===== config.mk =====
export PLATFORM = sky130hd
export DESIGN_NAME = sensor_line_parser_steering
export DESIGN_NICKNAME = d
export VERILOG_FILES = /design/src/hw/rtl/slps_pkg.sv /design/src/hw/rtl/sensor_line_parser_steering.sv /design/src/hw/rtl/slps_core.sv
export SDC_FILE = /design/constraint.sdc
export NUM_CORES = 1
export LEC_CHECK = 0
export ABC_AREA = 0
export BUFFER_PORTS_ARGS = -buffer_cell sky130_fd_sc_hd__buf_4
export CAP_MARGIN = 20
export CORE_MARGIN = 2
export CORE_UTILIZATION = 53
export CTS_BUF_LIST = sky130_fd_sc_hd__clkbuf_16
export DETAILED_ROUTE_END_ITERATION = 6
export PLACE_DENSITY = 0.82
export SKIP_LAST_GASP = 1
export SLEW_MARGIN = 5
export SYNTH_ARGS = -nofsm -noshare
export SYNTH_HDL_FRONTEND = slang
export SYNTH_HIERARCHICAL = 1
export SYNTH_SLANG_ARGS = --single-unit

===== constraint.sdc =====
create_clock -name clock -period 4.6 [get_ports clock]
set_clock_uncertainty 0.15 [all_clocks]
set_input_delay 0.23 -clock clock [delete_from_list [all_inputs] [get_ports clock]]
set_output_delay 0.23 -clock clock [all_outputs]
set_load 0.01 [all_outputs]

===== src/hw/rtl/slps_pkg.sv =====
// Shared types and constants for the sensor line parser and steering block.
package slps_pkg;

   // Packet parse position
   typedef enum logic [3:0] {
      PH_D      = 4'd0,
      PH_A1     = 4'd1,
      PH_T      = 4'd2,
      PH_A2     = 4'd3,
      PH_COLON  = 4'd4,
      PH_DIGIT1 = 4'd5,
      PH_DIGITS = 4'd6,
      PH_CR     = 4'd7,
      PH_LF     = 4'd8
   } phase_type;

   // Steering commands
   typedef enum logic [1:0] {
      STEER_HALT  = 2'd0,
      STEER_LEFT  = 2'd1,
      STEER_AHEAD = 2'd2
   } move_type;

   // Control register indexes
   localparam logic [1:0] CSR_STOP_LIMIT  = 2'd0;
   localparam logic [1:0] CSR_LEFT_LIMIT  = 2'd1;
   localparam logic [1:0] CSR_UPPER_BOUND = 2'd2;

   localparam logic [6:0] STOP_LIMIT_RST  = 7'd15;
   localparam logic [6:0] LEFT_LIMIT_RST  = 7'd40;
   localparam logic [6:0] UPPER_BOUND_RST = 7'd100;

   // Character codes
   localparam logic [7:0] CHAR_NUL   = 8'h00;
   localparam logic [7:0] CHAR_LF    = 8'h0A;
   localparam logic [7:0] CHAR_CR    = 8'h0D;
   localparam logic [7:0] CHAR_D     = 8'h44;
   localparam logic [7:0] CHAR_A     = 8'h41;
   localparam logic [7:0] CHAR_T     = 8'h54;
   localparam logic [7:0] CHAR_COLON = 8'h3A;
   localparam logic [7:0] CHAR_ZERO  = 8'h30;
   localparam logic [7:0] CHAR_NINE  = 8'h39;

   localparam logic [6:0] DIST_SAT = 7'd100;

   typedef struct packed {
      logic [6:0] stop_limit;
      logic [6:0] left_limit;
      logic [6:0] upper_bound;
   } cfg_type;

   typedef struct packed {
      logic [6:0] distance;
      logic       parse_error;
      move_type   movement;
   } rsp_type;

   typedef struct packed {
      logic    valid;
      rsp_type data;
   } step_res_type;

endpackage


===== src/hw/rtl/sensor_line_parser_steering.sv =====
// Sensor line parser top level: byte stream in, steering result out.
// An accepted byte passes the input register, then the result register, to its result
// word; bytes that do not close a packet give no word.
// Throughput: one byte per cycle while the result side is not stalled, set by the parse state update.
// Reset (synchronous, active high) clears the packet state and both pipeline
// registers and loads the limits with 15, 40 and 100.
module sensor_line_parser_steering
   import slps_pkg::*;
#(
   parameter int MAX_PACKET_BYTES = 14
) (
   input  logic        clock,
   input  logic        reset,
   input  logic        req_tvalid,
   output logic        req_tready,
   input  logic [7:0]  req_tdata,   // [7:0] rx_byte
   output logic        rsp_tvalid,
   input  logic        rsp_tready,
   output logic [15:0] rsp_tdata,   // [1:0] movement, [2] parse_error, [9:3] distance
   input  logic        csr_wr_en,
   input  logic [1:0]  csr_index,
   input  logic [6:0]  csr_wr_data
);

   cfg_type      cfg_ff;
   logic         s1_valid_ff;
   logic [7:0]   s1_byte_ff;
   logic         out_valid_ff;
   rsp_type      out_ff;
   logic         advance;
   logic         step;
   step_res_type res;

   assign advance    = !out_valid_ff || rsp_tready;
   assign step       = s1_valid_ff && advance;
   assign req_tready = !s1_valid_ff || advance;

   // Control registers
   always_ff @(posedge clock) begin
      if (reset) begin
         cfg_ff.stop_limit  <= STOP_LIMIT_RST;
         cfg_ff.left_limit  <= LEFT_LIMIT_RST;
         cfg_ff.upper_bound <= UPPER_BOUND_RST;
      end else if (csr_wr_en) begin
         case (csr_index)
            CSR_STOP_LIMIT:  cfg_ff.stop_limit  <= csr_wr_data;
            CSR_LEFT_LIMIT:  cfg_ff.left_limit  <= csr_wr_data;
            CSR_UPPER_BOUND: cfg_ff.upper_bound <= csr_wr_data;
            default: ;
         endcase
      end
   end

   // Hold the incoming byte
   always_ff @(posedge clock) begin
      if (reset) begin
         s1_valid_ff <= 1'b0;
      end else if (req_tvalid && req_tready) begin
         s1_valid_ff <= 1'b1;
      end else if (step) begin
         s1_valid_ff <= 1'b0;
      end
   end

   always_ff @(posedge clock) begin
      if (req_tvalid && req_tready) begin
         s1_byte_ff <= req_tdata;
      end
   end

   slps_core #(
      .MAX_PACKET_BYTES(MAX_PACKET_BYTES)
   ) u_core (
      .clock   (clock),
      .reset   (reset),
      .step    (step),
      .rx_byte (s1_byte_ff),
      .cfg     (cfg_ff),
      .res     (res)
   );

   // Result register; drop the word once taken
   always_ff @(posedge clock) begin
      if (reset) begin
         out_valid_ff <= 1'b0;
      end else if (step) begin
         out_valid_ff <= res.valid;
      end else if (rsp_tready) begin
         out_valid_ff <= 1'b0;
      end
   end

   always_ff @(posedge clock) begin
      if (step && res.valid) begin
         out_ff <= res.data;
      end
   end

   assign rsp_tvalid = out_valid_ff;
   assign rsp_tdata  = {6'b0, out_ff.distance, out_ff.parse_error, out_ff.movement};

`ifndef NO_ASSERTIONS
   // An error word always commands stop
   assert property (@(posedge clock) disable iff (reset)
      out_valid_ff && out_ff.parse_error |-> out_ff.movement == STEER_HALT)
      else $error("error word carries a movement");

   // Distance never passes the saturation value
   assert property (@(posedge clock) disable iff (reset)
      out_valid_ff |-> out_ff.distance <= DIST_SAT)
      else $error("distance beyond saturation");

   // A clean word has a distance inside the accepted window
   assert property (@(posedge clock) disable iff (reset)
      out_valid_ff && !out_ff.parse_error |->
         (out_ff.distance != 7'd0) && (out_ff.distance < cfg_ff.upper_bound))
      else $error("clean word with distance out of window");

   // Reset empties the pipeline
   assert property (@(posedge clock)
      $past(reset) |-> !s1_valid_ff && !out_valid_ff)
      else $error("pipeline not empty after reset");
`endif

endmodule


===== src/hw/rtl/slps_core.sv =====
// Packet framing, prefix and digit parsing, and steering classification.
module slps_core
   import slps_pkg::*;
#(
   parameter int MAX_PACKET_BYTES = 14
) (
   input  logic         clock,
   input  logic         reset,
   input  logic         step,
   input  logic [7:0]   rx_byte,
   input  cfg_type      cfg,
   output step_res_type res
);

   localparam logic [3:0] MaxBytes = 4'(MAX_PACKET_BYTES);

   logic [3:0] count_ff, count_in;
   phase_type  phase_ff, phase_in;
   logic [6:0] acc_ff, acc_in;
   logic       bad_ff, bad_in;
   logic       ended_ff, ended_in;
   logic       fzero_ff, fzero_in;

   logic        is_digit;
   logic [10:0] acc_mac;
   logic [6:0]  acc_digit;
   logic        pkt_end;
   logic        form_ok;

   assign is_digit  = (rx_byte >= CHAR_ZERO) && (rx_byte <= CHAR_NINE);
   assign acc_mac   = {4'b0, acc_ff} * 11'd10 + {7'b0, rx_byte[3:0]};
   assign acc_digit = (acc_mac > {4'b0, DIST_SAT}) ? DIST_SAT : acc_mac[6:0];

   // Next parse state for this byte, before end-of-packet clearing
   always_comb begin
      phase_in = phase_ff;
      acc_in   = acc_ff;
      bad_in   = bad_ff;
      ended_in = ended_ff;
      fzero_in = fzero_ff;
      count_in = count_ff + 4'd1;
      if (!ended_ff) begin
         if (rx_byte == CHAR_NUL) begin
            ended_in = 1'b1;
            if (count_ff == 4'd0) begin
               fzero_in = 1'b1;
            end
         end else if (!bad_ff) begin
            case (phase_ff)
               PH_D: begin
                  if (rx_byte == CHAR_D) phase_in = PH_A1;
                  else bad_in = 1'b1;
               end
               PH_A1: begin
                  if (rx_byte == CHAR_A) phase_in = PH_T;
                  else bad_in = 1'b1;
               end
               PH_T: begin
                  if (rx_byte == CHAR_T) phase_in = PH_A2;
                  else bad_in = 1'b1;
               end
               PH_A2: begin
                  if (rx_byte == CHAR_A) phase_in = PH_COLON;
                  else bad_in = 1'b1;
               end
               PH_COLON: begin
                  if (rx_byte == CHAR_COLON) phase_in = PH_DIGIT1;
                  else bad_in = 1'b1;
               end
               PH_DIGIT1: begin
                  if (is_digit) begin
                     acc_in   = acc_digit;
                     phase_in = PH_DIGITS;
                  end else begin
                     bad_in = 1'b1;
                  end
               end
               PH_DIGITS: begin
                  if (is_digit) acc_in = acc_digit;
                  else if (rx_byte == CHAR_CR) phase_in = PH_CR;
                  else bad_in = 1'b1;
               end
               PH_CR: begin
                  if (rx_byte == CHAR_LF) phase_in = PH_LF;
                  else bad_in = 1'b1;
               end
               default: bad_in = 1'b1;
            endcase
         end
      end
   end

   // Packet closes on newline or at the byte limit
   assign pkt_end = (rx_byte == CHAR_LF) || (count_in >= MaxBytes);
   assign form_ok = !bad_in && ((phase_in == PH_DIGITS) || (phase_in == PH_LF));

   // Classify the closing packet
   always_comb begin
      res.valid            = pkt_end && !fzero_in;
      res.data.movement    = STEER_HALT;
      res.data.parse_error = 1'b1;
      res.data.distance    = 7'd0;
      if (form_ok) begin
         res.data.distance = acc_in;
         if ((acc_in != 7'd0) && (acc_in < cfg.upper_bound)) begin
            res.data.parse_error = 1'b0;
            if (acc_in <= cfg.stop_limit) res.data.movement = STEER_HALT;
            else if (acc_in <= cfg.left_limit) res.data.movement = STEER_LEFT;
            else res.data.movement = STEER_AHEAD;
         end
      end
   end

   // Advance parse state; clear it when the packet closes
   always_ff @(posedge clock) begin
      if (reset) begin
         count_ff <= 4'd0;
         phase_ff <= PH_D;
         acc_ff   <= 7'd0;
         bad_ff   <= 1'b0;
         ended_ff <= 1'b0;
         fzero_ff <= 1'b0;
      end else if (step) begin
         if (pkt_end) begin
            count_ff <= 4'd0;
            phase_ff <= PH_D;
            acc_ff   <= 7'd0;
            bad_ff   <= 1'b0;
            ended_ff <= 1'b0;
            fzero_ff <= 1'b0;
         end else begin
            count_ff <= count_in;
            phase_ff <= phase_in;
            acc_ff   <= acc_in;
            bad_ff   <= bad_in;
            ended_ff <= ended_in;
            fzero_ff <= fzero_in;
         end
      end
   end

endmodule

* Word level (Yosys, flattened, before mapping)
Cells that the tools add are included.
** Cells by class
- Multiply operators :: 1
- Add/subtract/negate cells :: 2
- Order comparisons :: 7
- Mux-type cells :: 49
- Bitwise logic cells :: 2
- Div/mod/pow operators :: 0
- Equality and inequality tests :: 17
- Shift operators :: 0
- Reduce and logical (&&, ||, !) cells :: 28
** Operators with widths (count)
- 2-to-1 mux 4 bit :: 14
- 2-to-1 mux 7 bit :: 7
- one-hot mux 4 bit (8 select lines) :: 1
- == test 8 x 7 -> 1 bit, second input constant :: 3
- 2-to-1 mux 1 bit :: 23
- == test 4 x 3 -> 1 bit, second input constant :: 5
- == test 8 x 4 -> 1 bit, second input constant :: 2
- <= comparator 7 bit :: 2
- adder 11 x 4 -> 11 bit :: 1
- > comparator 11 x 7 -> 1 bit, second input constant :: 1
- multiplier 7 x 3 -> 10 bit, second input constant :: 1
- == test 4 x 2 -> 1 bit, second input constant :: 2
- == test 8 x 6 -> 1 bit, second input constant :: 1
- greater-or-equal comparator 8 x 6 -> 1 bit, second input constant :: 1
- <= comparator 8 x 6 -> 1 bit, second input constant :: 1
- logical NOT 4 bit :: 2
- logical NOT 8 bit :: 1
- logical AND 1 bit :: 7
- less-than comparator 7 bit :: 1
- one-hot mux 1 bit (7 select lines) :: 1
- nonzero test 7 bit :: 1
- AND reduction 2 bit :: 3
- adder 4 x 1 -> 4 bit, second input constant :: 1
- == test 4 x 1 -> 1 bit, second input constant :: 1
- other kinds (13) :: 23
** Word-level totals
- Bits in registers :: 59
- Bits in latches :: 0
- Bits in writable memories :: 0
- Logic and storage cells :: 121
- ROM bits :: 0
- Output and inout port bits :: 18
- Bits of input ports :: 22
- Memories kept :: 0

* Depth between registers and ports, before layout
- Depth after elaboration :: 13
- Mapped depth :: 18
- Mapped depth without buffers :: 17

* By module
The synthesis kept the hierarchy.
** Modules (own cells, without submodules)
- slps_core :: area an instance 2504.9 um^2, instances 1, cells each 345, seq. area each 360.3 um^2
- sensor_line_parser_steering :: area an instance 1572.8 um^2, instances 1, cells each 123, seq. area each 1001.0 um^2

* Worst setup path before layout
Ideal clock, no wire load.
- Path kind :: reg2reg
- From :: reg u_core.acc_ff[1]
- To :: reg out_ff, in the netlist rsp_tdata[0], data pin
- Arrival :: 4051 ps
- Path slack :: 266 ps
- Library setup time :: 133 ps
- Period minus slack after synthesis :: 4334 ps
- Stages on the path, launching flop included :: 17
- Required time :: 4317 ps
- Path buffers :: 1
- Cell sequence :: dfxtp_1 -> ha_1 -> ha_1 -> fa_1 -> clkbuf_1 -> nand4_1 -> nor4_1 -> nor2b_1 -> or4_1 -> o21ai_0 -> ha_1 -> nor2b_1 -> o21a_1 -> o21ai_0 -> a21oi_1 -> o31ai_1 -> and4bb_2
** On the way
- Word-level cells in the longest chain between the ends :: 13
- Elaborated cells on any way between the ends :: 17
- Classes of those cells :: 1 x add/sub; 1 x mul; 4 x order compare; 7 x mux; 1 x bitwise; 3 x reduce/logical
** Ends and longest elaborated chain
- start: declaration :: line slps_core.sv:19 : logic [6:0] acc_ff, acc_in;
- start signal: assignment :: line slps_core.sv:134 : acc_ff <= acc_in;
- multiplier 7 x 3 -> 10 bit :: line slps_core.sv:31 : assign acc_mac = {4'b0, acc_ff} * 11'd10 + {7'b0, rx_byte[3:0]};
- adder 11 x 4 -> 11 bit :: line slps_core.sv:31
- > comparator 11 x 7 -> 1 bit :: line slps_core.sv:32 : assign acc_digit = (acc_mac > {4'b0, DIST_SAT}) ? DIST_SAT : acc_mac[6:0];
- 2-to-1 mux 7 bit :: line slps_core.sv:32
- 2-to-1 mux 7 bit :: line slps_core.sv:71, slps_core.sv:79
- 2-to-1 mux 7 bit
- 2-to-1 mux 7 bit :: line slps_core.sv:48 : end else if (!bad_ff) begin
- 2-to-1 mux 7 bit :: line slps_core.sv:43 : if (rx_byte == CHAR_NUL) begin
- 2-to-1 mux 7 bit * :: line slps_core.sv:42 : if (!ended_ff) begin
- less-than comparator 7 bit / nonzero test 7 bit (equally long branches) :: line slps_core.sv:105 : if ((acc_in != 7'd0) && (acc_in < cfg.upper_bound)) begin
- logical AND 1 bit :: line slps_core.sv:105
- inverter 1 bit (no line)
- OR reduction 3 bit (no line)
- end signal: assignment :: line sensor_line_parser_steering.sv:95 : out_ff <= res.data;
- end: declaration :: line sensor_line_parser_steering.sv:29 : rsp_type out_ff;
Mark *: on every way between the ends. The rest lies on a longest branch, timed or not.
A chain may end at the register's enable or synchronous reset.

* Worst setup path in the final report
- From :: reg u_core.acc_ff[3]
- To :: reg out_ff, in the netlist rsp_tdata[0], data pin
Same word-level chain as after synthesis.

==> results.json <==
{
  "p_int_mw": 1.006,
  "synth-edff-count": 18,
  "clock_latency_ns": 0.32,
  "crit_chain": "buf_4, ha_1, ha_1, nand3_1, a21oi_2, nor4_1, a31o_2, or4_4, o21ai_0, buf_4, ha_1, nor2b_1, o21a_1, o21ai_0, a21oi_1, o31ai_2, and4bb_2",
  "status": "finished, violations left",
  "ys_seq_area_share_pct": 33.38,
  "synth_compound_area_share_pct": 14.11,
  "yosys.area_share.simple_pct": 25.31,
  "floorplan.initialDensity_pct": 55.33,
  "ant_nets": 0,
  "synthMuxAreaShare_pct": 5.891,
  "power.density_mw_per_mm2": 268.5,
  "synthArstFlopShare_pct": 0,
  "synth-xor-area-share_pct": 2.577,
  "synth_area_mm2": 0.004078,
  "ys.flop_type": "dfxtp_1",
  "cp.required_ns": 4.64,
  "pin_count": 40,
  "synth_top_family_by_area": "simple AND/OR/NAND/NOR gates",
  "numCtsBuffers": 9,
  "yosys.area_share.adder_pct": 12.03,
  "hold_violations": 0,
  "ys_seq_elements": 59,
  "post-cts-setup-buffers": 0,
  "wirelength_met1_um": 4253,
  "hold_class": "input pin to flip-flop",
  "combPwrFrac_pct": 7.9,
  "grt_usage_pct": 24.34,
  "drc": 1,
  "rows": 31,
  "clockBufferDepth": 2,
  "endpoint_kind": "flip-flop",
  "antenna_found_initial": 0,
  "clock_power_share_pct": 49.2,
  "violations": "design-rule violations",
  "grt-ovfl-total": 0,
  "p_leak_nw": 2.122,
  "tightestPinTransition_ns": 0.9676,
  "routed.top_layer": "met4",
  "synthCells": 468,
  "holdWs_ns": 0.001966,
  "firstDrtPassIters": 7,
  "die_y_um": 91.72,
  "syn2layout_area_growth_pct": 18.81,
  "arrival_ns": 4.48,
  "grt_max_degree": 55,
  "drv_slew": 0,
  "drive_above_1_share_pct": 15.58,
  "synthDominantCellAreaShare_pct": 20.13,
  "crit_path_frequent_cell": "ha_1",
  "diodes": 0,
  "max_freq_ghz": 0.2253,
  "yosysWarnings": 6,
  "period_needed_ns": 4.439,
  "vias": 3677,
  "relSlewSlack_pct": 34.94,
  "dieArea_mm2": 0.008412,
  "dp_hpwl_um": 7203,
  "wl_met2_um": 4842,
  "htreeDepth": 3,
  "routedWlPerCell_um": 16.23,
  "fin_crit_sh_pct": 96.49,
  "cts_root_buffer": "clkbuf_16",
  "core_mm2": 0.007370,
  "met3WireLength_um": 768,
  "cpPeakStageDelay_ns": 0.58,
  "path_max_fanout": 6,
  "syn_area_per_cell_um2": 8.713,
  "gp_congestion": 0.9075,
  "ir_drop_mv": 0.2904,
  "nFillCells": 588,
  "drt_iter0_markers": 290,
  "cts_tree": "yes",
  "synth_cell_types": 66,
  "cap_violations": 0,
  "drt_wl_total_um": 10050,
  "pwr-share-seq_pct": 42.9,
  "fin_total_pwr_mw": 1.301,
  "grt_pass1_vias": 3543,
  "port_buffers": 33,
  "die_width_um": 91.72,
  "worstSetupPathType": "flip-flop to flip-flop",
  "synth_area_leaders": "dfxtp_1 20%, edfxtp_1 13%, ha_1 11%",
  "clk_pin_slew_ns": 0.05,
  "yosysTopAreaCell": "dfxtp_1",
  "power_switching_share_pct": 22.69,
  "setup_viol": 0,
  "vias_per_cell": 5.940,
  "startpoint_type": "flip-flop",
  "p_sw_mw": 0.2951,
  "nets": 575,
  "grt_pass1_wl_um": 16500,
  "cts_num_sinks": 59,
  "cp_slowest_cell": "or4_4"
}
## layout make-up
class                           count  area, µm²  area share [%]
Clock buffer                        9      225.2           4.649
Timing Repair Buffer               55      432.9           8.936
Sequential cell                    59       1361           28.10
Clock inverter                      7      61.31           1.265
Multi-Input combinational cell    356       2512           51.86
Tap cell                           99      123.9           2.557
Inverter                           34      127.6           2.634
## placed cells by master, fill, tap and decap left out, types with 4 or more instances in the layout
| cell type | synthesis | routed |
|---|---|---|
| a21o_1 | 5 | 5 |
| nand4_1 | 9 | 9 |
| nor2b_1 | 8 | 8 |
| o21ai_0 | 18 | 17 |
| nor2_1 | 51 | 50 |
| dlygate4sd3_1 | 0 | 8 |
| clkbuf_16 | 0 | 9 |
| and3_1 | 4 | 4 |
| mux2i_1 | 24 | 24 |
| buf_4 | 8 | 47 |
| inv_1 | 33 | 35 |
| or3_1 | 5 | 5 |
| ha_1 | 36 | 36 |
| xnor2_1 | 9 | 9 |
| a21oi_1 | 22 | 20 |
| nor3_1 | 11 | 11 |
| nand3_1 | 14 | 14 |
| conb_1 | 1 | 6 |
| edfxtp_1 | 18 | 18 |
| nand2b_1 | 20 | 20 |
| dfxtp_1 | 41 | 41 |
| nand2_1 | 32 | 32 |
| nand3b_1 | 6 | 6 |
| nor4_1 | 5 | 4 |
## power by group through the flow
stage               clock network, mW  logic (mW)  registers (mW)
floorplan                           0      0.0649           0.567
global placement                    0      0.0897           0.568
detailed placement                  0      0.0924           0.569
CTS                             0.648      0.0992           0.558
global route                    0.678       0.111           0.559
finish                          0.640       0.102           0.559
## kinds of logic (layout without fill, tap and decap cells)
group,count (synthesis),count (layout)
DFF,59,59
and+or+nand+nor,191,191
muxes,24,24
buffers and inverters,58,105
AOI/OAI and AO/OA,85,85
xor gates and xnor gates,12,12
other,1,6
adders and majority gates,38,38
## state kept, by name, indices dropped and copies added (netlist names)
signal and cells:
cfg_ff 21, u_core/ended_ff 1, u_core/fzero_ff 1, u_core/bad_ff 1, u_core/acc_ff 7, rsp_tdata 10
u_core/phase_ff 4, s1_valid_ff 1, rsp_tvalid 1, s1_byte_ff 8, u_core/count_ff 4
## critical path, delay by kind of cell (launching register included)
kind / cells / cell delay [ns]
AOI/OAI and AO/OA: 7 / 1.37
and+or+nand+nor: 5 / 1.24
adders and majority gates: 3 / 0.95
DFF: 1 / 0.31
buffers and inverters: 2 / 0.30
## per-stage QoR
| step | utilization, % | instances | worst slack (ns) | cell area (µm²) | setup TNS [ns] |
|---|---|---|---|---|---|
| floorplan | - | 473 | 0.2657 | 4096 | 0 |
| global placement | 60.14 | 595 | 0.2144 | 4432 | 0 |
| detailed placement | 60.14 | 595 | 0.09105 | 4432 | 0 |
| CTS | 65.11 | 619 | 0.06890 | 4798 | 0 |
| global route | 65.74 | 619 | -0.05020 | 4845 | -0.07452 |
| finish | 65.74 | 619 | 0.1614 | 4845 | 0 |
## cell usage after synthesis (all sizes together) (4+ instances only)
cell    count
dfxtp      41
o21ai      19
inv        33
nor2b       8
edfxtp     18
clkbuf      9
nand4       9
ha         36
or4         4
nand3      14
nand2      32
nor2       51
and3        4
a21o        5
buf        15
nand3b      6
nand2b     20
or3         5
xnor2       9
mux2i      24
nor4        6
nor3       11
a21oi      22
## worst paths after layout
check	startpoint	to	slack [ns]	cells after the start
min reg2reg	cfg_ff[4]	cfg_ff[4]	0.33	2
min	req_tvalid	s1_valid_ff	0.002	3
max	u_core/acc_ff[3]	rsp_tdata[0]	0.16	17
max reg2reg	u_core/acc_ff[3]	rsp_tdata[0]	0.16	17
## timing repair
| action | 4_1_cts | 5_1_grt |
|---|---|---|
| resized for setup | 0 | 11 |
| hold buffers | 8 | 0 |
| endpoints found under the hold margin | 8 | 0 |
| endpoints found under the setup margin | 0 | 3 |
## routing by layer
layer,vias to the layer above,global-route usage (%)
met2,176,40.56
met3,24,5.588
met4,0,6.592
li1,1762,-
met5,-,0
met1,1715,31.80
No activity file was read; power rests on OpenSTA's default activity.
